$ cat config.mk
export PLATFORM = sky130hd
export DESIGN_NAME = queue_delay_estimator
export DESIGN_NICKNAME = d
export VERILOG_FILES = /design/src/hdl/qde_pkg.sv /design/src/hdl/qde_ctrl.sv /design/src/hdl/qde_dp.sv /design/src/hdl/queue_delay_estimator.sv
export SDC_FILE = /design/constraint.sdc
export NUM_CORES = 2
export LEC_CHECK = 0
export ABC_AREA = 1
export BUFFER_PORTS_ARGS = -buffer_cell sky130_fd_sc_hd__buf_2
export CELL_PAD_IN_SITES_DETAIL_PLACEMENT = 0
export CELL_PAD_IN_SITES_GLOBAL_PLACEMENT = 2
export CORE_UTILIZATION = 39
export DETAILED_ROUTE_END_ITERATION = 8
export PLACE_DENSITY = 0.86
export RECOVER_POWER = 100
export SYNTH_ARGS = -nofsm -noshare
export SYNTH_HDL_FRONTEND = slang
export SYNTH_HIERARCHICAL = 1
export SYNTH_SLANG_ARGS = --single-unit
$ cat constraint.sdc
create_clock -name clk_i -period 7.8 [get_ports clk_i]
set_clock_uncertainty 0.05 [all_clocks]
set_input_delay 1.17 -clock clk_i [delete_from_list [all_inputs] [get_ports clk_i]]
set_output_delay 1.17 -clock clk_i [all_outputs]
set_load 0.005 [all_outputs]
$ cat src/hdl/qde_pkg.sv
// ----------------------------------------------------------------------------
// qde_pkg
// Types and constants shared by the queue delay estimator modules.
// ----------------------------------------------------------------------------
package qde_pkg;

  localparam int PORT_W  = 2;
  localparam int LEN_W   = 16;
  localparam int TOS_W   = 8;
  localparam int PS_W    = 16;
  localparam int BYTES_W = 27;
  localparam int PROD_W  = BYTES_W + PS_W;
  localparam int SUM_W   = 46;
  localparam int DELAY_W = 36;
  localparam int CNT_W   = 11;
  localparam int STEP_W  = $clog2(SUM_W);
  localparam int CFG_IDX_W = 1;
  localparam int CFG_DATA_W = PS_W;

  localparam logic [PS_W-1:0]  PS_PER_BYTE_RST = PS_W'(801);
  localparam logic [TOS_W-1:0] TOS_LIMIT_RST   = TOS_W'(4);

  // Configuration register indexes
  localparam logic [CFG_IDX_W-1:0] CFG_PS_PER_BYTE = 1'b0;
  localparam logic [CFG_IDX_W-1:0] CFG_TOS_LIMIT   = 1'b1;

  typedef struct packed {
    logic [PORT_W-1:0] port_index;
    logic [LEN_W-1:0]  packet_length;
    logic [TOS_W-1:0]  tos;
    logic              last;
  } in_t;

  typedef struct packed {
    logic [PORT_W-1:0]  port_out;
    logic [DELAY_W-1:0] queue_delay_ps;
    logic [CNT_W-1:0]   sampled_count;
    logic [CNT_W-1:0]   snapshot_size;
  } out_t;

  // Controller to datapath
  typedef struct packed {
    logic take;       // absorb the accepted packet
    logic div_start;  // load the divider
    logic div_step;   // one quotient bit
    logic update;     // smooth, store and publish the estimate
    logic clear;      // close the snapshot
  } cmd_t;

  // Datapath to controller
  typedef struct packed {
    logic eligible;   // snapshot may update its port
    logic div_last;   // final quotient bit this cycle
    logic out_busy;   // result register still held by the sink
  } sts_t;

endpackage

$ cat src/hdl/qde_ctrl.sv
// ----------------------------------------------------------------------------
// qde_ctrl
// Sequencer: streams packets, drains the product pipe and, for an eligible
// snapshot, runs the divide and commits the per-port update.
// ----------------------------------------------------------------------------
module qde_ctrl (
  input  logic          clk_i,
  input  logic          rst_ni,
  input  logic          in_valid_i,
  input  logic          in_last_i,
  output logic          in_stall_o,
  input  qde_pkg::sts_t sts_i,
  output qde_pkg::cmd_t cmd_o
);
  import qde_pkg::*;

  typedef enum logic [2:0] {
    S_RUN, S_DRAIN1, S_DRAIN2, S_CHECK, S_DIV, S_UPD
  } state_e;

  state_e state_q;
  logic   accept;

  assign in_stall_o = (state_q != S_RUN);
  assign accept     = in_valid_i && (state_q == S_RUN);

  always_comb begin
    cmd_o           = '0;
    cmd_o.take      = accept;
    cmd_o.div_start = (state_q == S_CHECK) && sts_i.eligible;
    cmd_o.div_step  = (state_q == S_DIV);
    cmd_o.update    = (state_q == S_UPD) && !sts_i.out_busy;
    cmd_o.clear     = ((state_q == S_CHECK) && !sts_i.eligible) || cmd_o.update;
  end

  always_ff @(posedge clk_i or negedge rst_ni) begin
    if (!rst_ni) begin
      state_q <= S_RUN;
    end else begin
      unique case (state_q)
        S_RUN: begin
          if (accept && in_last_i) state_q <= S_DRAIN1;
        end
        // wait for the last product to land in the sum
        S_DRAIN1: state_q <= S_DRAIN2;
        S_DRAIN2: state_q <= S_CHECK;
        S_CHECK: begin
          state_q <= sts_i.eligible ? S_DIV : S_RUN;
        end
        S_DIV: begin
          if (sts_i.div_last) state_q <= S_UPD;
        end
        S_UPD: begin
          if (!sts_i.out_busy) state_q <= S_RUN;
        end
        default: state_q <= S_RUN;
      endcase
    end
  end

endmodule

$ cat src/hdl/qde_dp.sv
// ----------------------------------------------------------------------------
// qde_dp
// Datapath: configuration, snapshot accumulators, product pipe, bit-serial
// divider, per-port estimate store and result register.
// ----------------------------------------------------------------------------
module qde_dp #(
  parameter int NUM_PORTS    = 4,
  parameter int MAX_SNAPSHOT = 1024
) (
  input  logic                              clk_i,
  input  logic                              rst_ni,
  input  logic                              cfg_we_i,
  input  logic [qde_pkg::CFG_IDX_W-1:0]     cfg_index_i,
  input  logic [qde_pkg::CFG_DATA_W-1:0]    cfg_data_i,
  input  qde_pkg::in_t                      in_data_i,
  input  qde_pkg::cmd_t                     cmd_i,
  output qde_pkg::sts_t                     sts_o,
  input  logic                              out_stall_i,
  output logic                              out_valid_o,
  output qde_pkg::out_t                     out_data_o
);
  import qde_pkg::*;

  localparam int IDX_W = (NUM_PORTS > 1) ? $clog2(NUM_PORTS) : 1;

  logic [PS_W-1:0]    ps_per_byte_q;
  logic [TOS_W-1:0]   tos_limit_q;

  logic [BYTES_W-1:0] bytes_q;
  logic [SUM_W-1:0]   sum_q;
  logic [CNT_W-1:0]   samp_q;
  logic [CNT_W-1:0]   snap_q;
  logic [PORT_W-1:0]  port_q;

  logic [BYTES_W-1:0] mul_a_q;
  logic               mul_v_q;
  logic [PROD_W-1:0]  prod_q;
  logic               prod_v_q;

  logic [SUM_W-1:0]   quo_q;
  logic [CNT_W-1:0]   rem_q;
  logic [STEP_W-1:0]  step_q;

  logic [DELAY_W-1:0] port_delay_q [NUM_PORTS];
  logic               out_valid_q;
  out_t               out_q;

  logic               full;
  logic [BYTES_W:0]   bytes_add;
  logic [BYTES_W-1:0] bytes_d;
  logic               sampled;
  logic [SUM_W:0]     sum_add;
  logic [CNT_W:0]     rem_sh;
  logic               rem_ge;
  logic [CNT_W:0]     rem_sub;
  logic [IDX_W-1:0]   idx;
  logic [DELAY_W-1:0] avg;
  logic [DELAY_W-1:0] old;
  logic [DELAY_W:0]   mix;
  logic [DELAY_W-1:0] est;

  assign full      = 32'(snap_q) >= MAX_SNAPSHOT;
  assign bytes_add = {1'b0, bytes_q} + {{(BYTES_W + 1 - LEN_W){1'b0}}, in_data_i.packet_length};
  assign bytes_d   = bytes_add[BYTES_W] ? '1 : bytes_add[BYTES_W-1:0];
  assign sampled   = in_data_i.tos <= tos_limit_q;
  assign sum_add   = {1'b0, sum_q} + (SUM_W + 1)'(prod_q);

  // restoring division, one quotient bit a cycle
  assign rem_sh  = {rem_q, quo_q[SUM_W-1]};
  assign rem_ge  = rem_sh >= {1'b0, samp_q};
  assign rem_sub = rem_sh - {1'b0, samp_q};

  assign idx = IDX_W'(port_q);
  assign avg = (|quo_q[SUM_W-1:DELAY_W]) ? '1 : quo_q[DELAY_W-1:0];
  assign old = port_delay_q[idx];
  assign mix = {1'b0, old} + {1'b0, avg};
  assign est = (old == '0) ? avg : mix[DELAY_W:1];

  assign sts_o.eligible = (32'(port_q) < NUM_PORTS) && (snap_q >= CNT_W'(2)) &&
                          (samp_q != '0);
  assign sts_o.div_last = (step_q == STEP_W'(SUM_W - 1));
  assign sts_o.out_busy = out_valid_q && out_stall_i;

  assign out_valid_o = out_valid_q;
  assign out_data_o  = out_q;

  always_ff @(posedge clk_i or negedge rst_ni) begin
    if (!rst_ni) begin
      ps_per_byte_q <= PS_PER_BYTE_RST;
      tos_limit_q   <= TOS_LIMIT_RST;
    end else if (cfg_we_i) begin
      unique case (cfg_index_i)
        CFG_PS_PER_BYTE: ps_per_byte_q <= cfg_data_i;
        CFG_TOS_LIMIT:   tos_limit_q   <= cfg_data_i[TOS_W-1:0];
        default: ;
      endcase
    end
  end

  always_ff @(posedge clk_i or negedge rst_ni) begin
    if (!rst_ni) begin
      bytes_q  <= '0;
      sum_q    <= '0;
      samp_q   <= '0;
      snap_q   <= '0;
      mul_v_q  <= 1'b0;
      prod_v_q <= 1'b0;
    end else begin
      mul_v_q  <= cmd_i.take && !full && sampled;
      prod_v_q <= mul_v_q;
      if (cmd_i.clear) begin
        bytes_q <= '0;
        sum_q   <= '0;
        samp_q  <= '0;
        snap_q  <= '0;
      end else begin
        if (cmd_i.take && !full) begin
          bytes_q <= bytes_d;
          snap_q  <= snap_q + CNT_W'(1);
          if (sampled) samp_q <= samp_q + CNT_W'(1);
        end
        if (prod_v_q) sum_q <= sum_add[SUM_W] ? '1 : sum_add[SUM_W-1:0];
      end
    end
  end

  // product pipe payload
  always_ff @(posedge clk_i) begin
    mul_a_q <= bytes_d;
    prod_q  <= mul_a_q * PROD_W'(ps_per_byte_q);
    if (cmd_i.take && in_data_i.last) port_q <= in_data_i.port_index;
  end

  always_ff @(posedge clk_i or negedge rst_ni) begin
    if (!rst_ni) begin
      step_q <= '0;
    end else if (cmd_i.div_start) begin
      step_q <= '0;
    end else if (cmd_i.div_step) begin
      step_q <= step_q + STEP_W'(1);
    end
  end

  always_ff @(posedge clk_i) begin
    if (cmd_i.div_start) begin
      quo_q <= sum_q;
      rem_q <= '0;
    end else if (cmd_i.div_step) begin
      quo_q <= {quo_q[SUM_W-2:0], rem_ge};
      rem_q <= rem_ge ? rem_sub[CNT_W-1:0] : rem_sh[CNT_W-1:0];
    end
  end

  always_ff @(posedge clk_i or negedge rst_ni) begin
    if (!rst_ni) begin
      for (int i = 0; i < NUM_PORTS; i++) port_delay_q[i] <= '0;
      out_valid_q <= 1'b0;
    end else begin
      if (out_valid_q && !out_stall_i) out_valid_q <= 1'b0;
      if (cmd_i.update) begin
        port_delay_q[idx] <= est;
        if (est != '0) out_valid_q <= 1'b1;
      end
    end
  end

  always_ff @(posedge clk_i) begin
    if (cmd_i.update) begin
      out_q.port_out       <= port_q;
      out_q.queue_delay_ps <= est;
      out_q.sampled_count  <= samp_q;
      out_q.snapshot_size  <= snap_q;
    end
  end

endmodule

$ cat src/hdl/queue_delay_estimator.sv
// Takes one packet per cycle while a snapshot streams in.
// A last packet stalls the input while the multiply pipe drains and the snapshot
// is checked; when the snapshot can update its port, the stall also spans the
// bit-serial divide and the commit, longer while the sink holds the previous
// result. A result is registered at the commit, for a nonzero estimate only.
// Reset clears accumulators, per-port estimates and configuration to defaults.
// ----------------------------------------------------------------------------
// queue_delay_estimator
// Per-port queuing delay estimate from transmit-queue snapshots.
// ----------------------------------------------------------------------------
module queue_delay_estimator #(
  parameter int NUM_PORTS    = 4,
  parameter int MAX_SNAPSHOT = 1024
) (
  input  logic                           clk_i,
  input  logic                           rst_ni,
  input  logic                           cfg_we_i,
  input  logic [qde_pkg::CFG_IDX_W-1:0]  cfg_index_i,
  input  logic [qde_pkg::CFG_DATA_W-1:0] cfg_data_i,
  input  logic                           in_valid_i,
  output logic                           in_stall_o,
  input  qde_pkg::in_t                   in_data_i,
  output logic                           out_valid_o,
  input  logic                           out_stall_i,
  output qde_pkg::out_t                  out_data_o
);
  import qde_pkg::*;

  cmd_t cmd;
  sts_t sts;

  qde_ctrl u_ctrl (
    .clk_i      (clk_i),
    .rst_ni     (rst_ni),
    .in_valid_i (in_valid_i),
    .in_last_i  (in_data_i.last),
    .in_stall_o (in_stall_o),
    .sts_i      (sts),
    .cmd_o      (cmd)
  );

  qde_dp #(
    .NUM_PORTS    (NUM_PORTS),
    .MAX_SNAPSHOT (MAX_SNAPSHOT)
  ) u_dp (
    .clk_i       (clk_i),
    .rst_ni      (rst_ni),
    .cfg_we_i    (cfg_we_i),
    .cfg_index_i (cfg_index_i),
    .cfg_data_i  (cfg_data_i),
    .in_data_i   (in_data_i),
    .cmd_i       (cmd),
    .sts_o       (sts),
    .out_stall_i (out_stall_i),
    .out_valid_o (out_valid_o),
    .out_data_o  (out_data_o)
  );

endmodule
==> run summary <==
Slew headroom -> -273%
commonest non-fill, non-tap cells in the layout -> nand2_1, inv_1, o21ai_0
CP Launch Type -> flip-flop
vias per inst -> 4.93
minimum clock period -> 6.85 ns
final setup TNS -> 0 ns
syn_nets -> 5,789
Slew @ Worst Pin -> 5.60 ns
worst skew pair latency -> 0.65 ns
clock-pin slew on the worst setup and hold paths -> 0.06 ns
Req. time, crit path -> 8.31 ns
WL/cell -> 18.1 um
First DRT Iteration DRCs -> 2,104
synthesized cell area -> 39,500 sq um
RSZ-0062 raised after global routing -> no
Placer Congestion -> 0.911
failing checks -> capacitance limit, slew limit
CTS H-tree lvls -> 2
initial antenna violation count -> 4
vias in the first global route -> 33.2k
PortBufs -> 110
cts hold-fix bufs -> 0
GR Overflow Total -> 0
Post-Synth XOR/XNOR Area -> 2.33%
Max Cap Viol -> 7
first-pass GRT wire length -> 190 mm
Seq/Total Area, Yosys -> 29.7%
Worst Hold Class -> flip-flop to flip-flop
WL final -> 119 mm
number of CTS-inserted buffers -> 55
pre-CTS setup slack -> 0.977 ns
clk root buf -> clkbuf_16
drt pass-1 iters -> 6
GRT Resource Usage Total -> 23.6%
area of the multi-input gates -> 23,200 sq um
Seq cells post-synth -> 464
Compound-Gate Fraction of Synth Area -> 10.2%
initial core utilization -> 39.4%
die footprint -> 103,000 sq um
CTS tree -> built
DRC -> 0
Core Rows -> 116
Synth async-reset ratio -> 59.3%
Core ar. -> 100,000 sq um
pin count of the biggest net entering global routing -> 103
mux contribution to synthesized area -> 0.228%
adder-cell share of the synthesized area -> 25.2%
Avg Cell Area, Syn -> 7.67 sq um
Ports -> 111
dpl cell area -> 41,400 sq um
area delta synth->final -> 9.09%
Synth Flop Type -> dfrtp_1
cts repair resizes -> 0
Die Y -> 320 um
Sinks on Clock Net -> 464
routed via count -> 32.5k
Hold Fails Final Rpt -> 0
critical path class -> flip-flop to flip-flop
number of synthesized flops with an enable pin -> 108
period utilisation layout -> 87.9%
maximum clock path buffer count -> 3
Synth Instances -> 5,155
f_max -> 0.146 GHz
layout cells sized above 1 -> 4.78%
most common cell after layout, fill and taps aside -> nand2_1
Final ANT Viol Nets -> 0
Synth warnings -> 6
status -> finished, violations left
Worst Setup End Kind -> flip-flop
largest family of logic cells by synthesized area -> adder cells
Final Instance Area -> 43,100 sq um
post-synthesis simple-gate area fraction -> 20.8%
Layout fillers -> 10.4k
max-slew violations -> 368
Critical Path AT -> 7.37 ns
Setup WS post-layout -> 0.947 ns
Die Wd -> 320 um
Finished Layout Cells -> 6,589
buffer count from post-CTS setup fixing -> 0
Netlist cell types -> 60
register area -> 11,800 sq um
Crit Path Max Fanout -> 38
post-detail-place hpwl -> 93.1 mm
NumNets Final -> 5,817
placed cells -> 6,483
Setup violations, final -> 0
## cells in the mapped netlist (all sizes together) (8+ instances only)
library cell	number	share of area (%)
nand2	1499	14
fa	352	18
nor3	35	0.44
o211ai	20	0.38
o21ai	360	4.6
a21oi	227	2.9
inv	994	9.4
edfxtp	108	8.2
nand3	157	2.0
xor2	67	1.5
dfxtp	81	4.1
ha	233	7.4
nand4	24	0.38
a21o	13	0.25
nor4	12	0.19
o22ai	11	0.17
xnor2	38	0.84
o21bai	8	0.15
a22o	9	0.20
buf	40	0.61
or2	14	0.22
a31oi	48	0.76
mux2	8	0.23
clkbuf	151	1.4
dfrtp	270	17
nor2	318	3.1
o21a	10	0.19
## worst max-delay path: stages, from the launching register on
cell and delay (ns):
dfrtp_1 0.45, inv_1 0.12, ha_1 0.21, nand4_1 0.13, nor4_1 0.54, a41oi_1 0.27
o22ai_1 0.22, clkbuf_1 0.65, nor2_2 0.07, clkbuf_1 0.81, nor2_2 0.28, clkbuf_1 1.31
clkinv_1 1.08, a21oi_1 0.41, a21o_1 0.12
## routing by layer
metal	part of all wire (%)	GRT usage [%]	vias to the layer above
met2	47	39.3	695
met5	0	0	-
li1	-	-	16000
met1	46	32.8	15600
met3	4.2	2.16	163
met4	2.9	6.84	0
## flip-flops by register name, indices dropped and copies added (netlist names), 16 cells and up
| register | count |
|---|---|
| u_dp/sum_q | 46 |
| u_dp/quo_q | 46 |
| u_dp/out_data_o | 60 |
| u_dp/port_delay_q | 144 |
| u_dp/bytes_q | 27 |
| u_dp/prod_q | 43 |
| u_dp/mul_a_q | 27 |
| u_dp/ps_per_byte_q | 16 |
## worst paths after layout
path,from,end,slack (ns),cells past startpoint
worst min-delay path,u_dp/mul_v_q,u_dp/prod_v_q,0.31,0
worst max-delay path,u_dp/samp_q[1],u_dp/sum_q[19],0.95,14
min in group asynchronous,rst_ni,u_dp/port_delay_q[58],2.51,1
worst max register to register,u_dp/samp_q[1],u_dp/sum_q[19],0.95,14
worst min register to register,u_dp/mul_v_q,u_dp/prod_v_q,0.31,0
max in group asynchronous,rst_ni,u_dp/sum_q[45],1.65,2
## metrics by stage
step	hold WS, ns	utilization, %
finish	0.310	43.0
global route	0.315	43.0
CTS	0.312	43.1
detailed placement	0.295	41.3
global placement	0.291	41.3
floorplan	0.281	-
## area by class of cell
cell class | instances | share of cell area [%]
diodes | 2 | 0.0116
clock buffers | 72 | 3.53
repair buffers | 162 | 1.96
multi-input cells | 3504 | 53.8
inverters | 996 | 8.68
clock inverters | 32 | 0.804
flip-flops and latches | 464 | 27.3
well taps | 1357 | 3.94
## cell families after synthesis
group | Yosys count
AOI/OAI and AO/OA | 735
buffers and inverters | 1187
and+or+nand+nor | 2071
adders and majority gates | 585
xor gates and xnor gates | 105
muxes | 8
DFF | 464
Power is not shown: default switching activity piles up to over one toggle a cycle in this logic, so the estimate is an artifact.
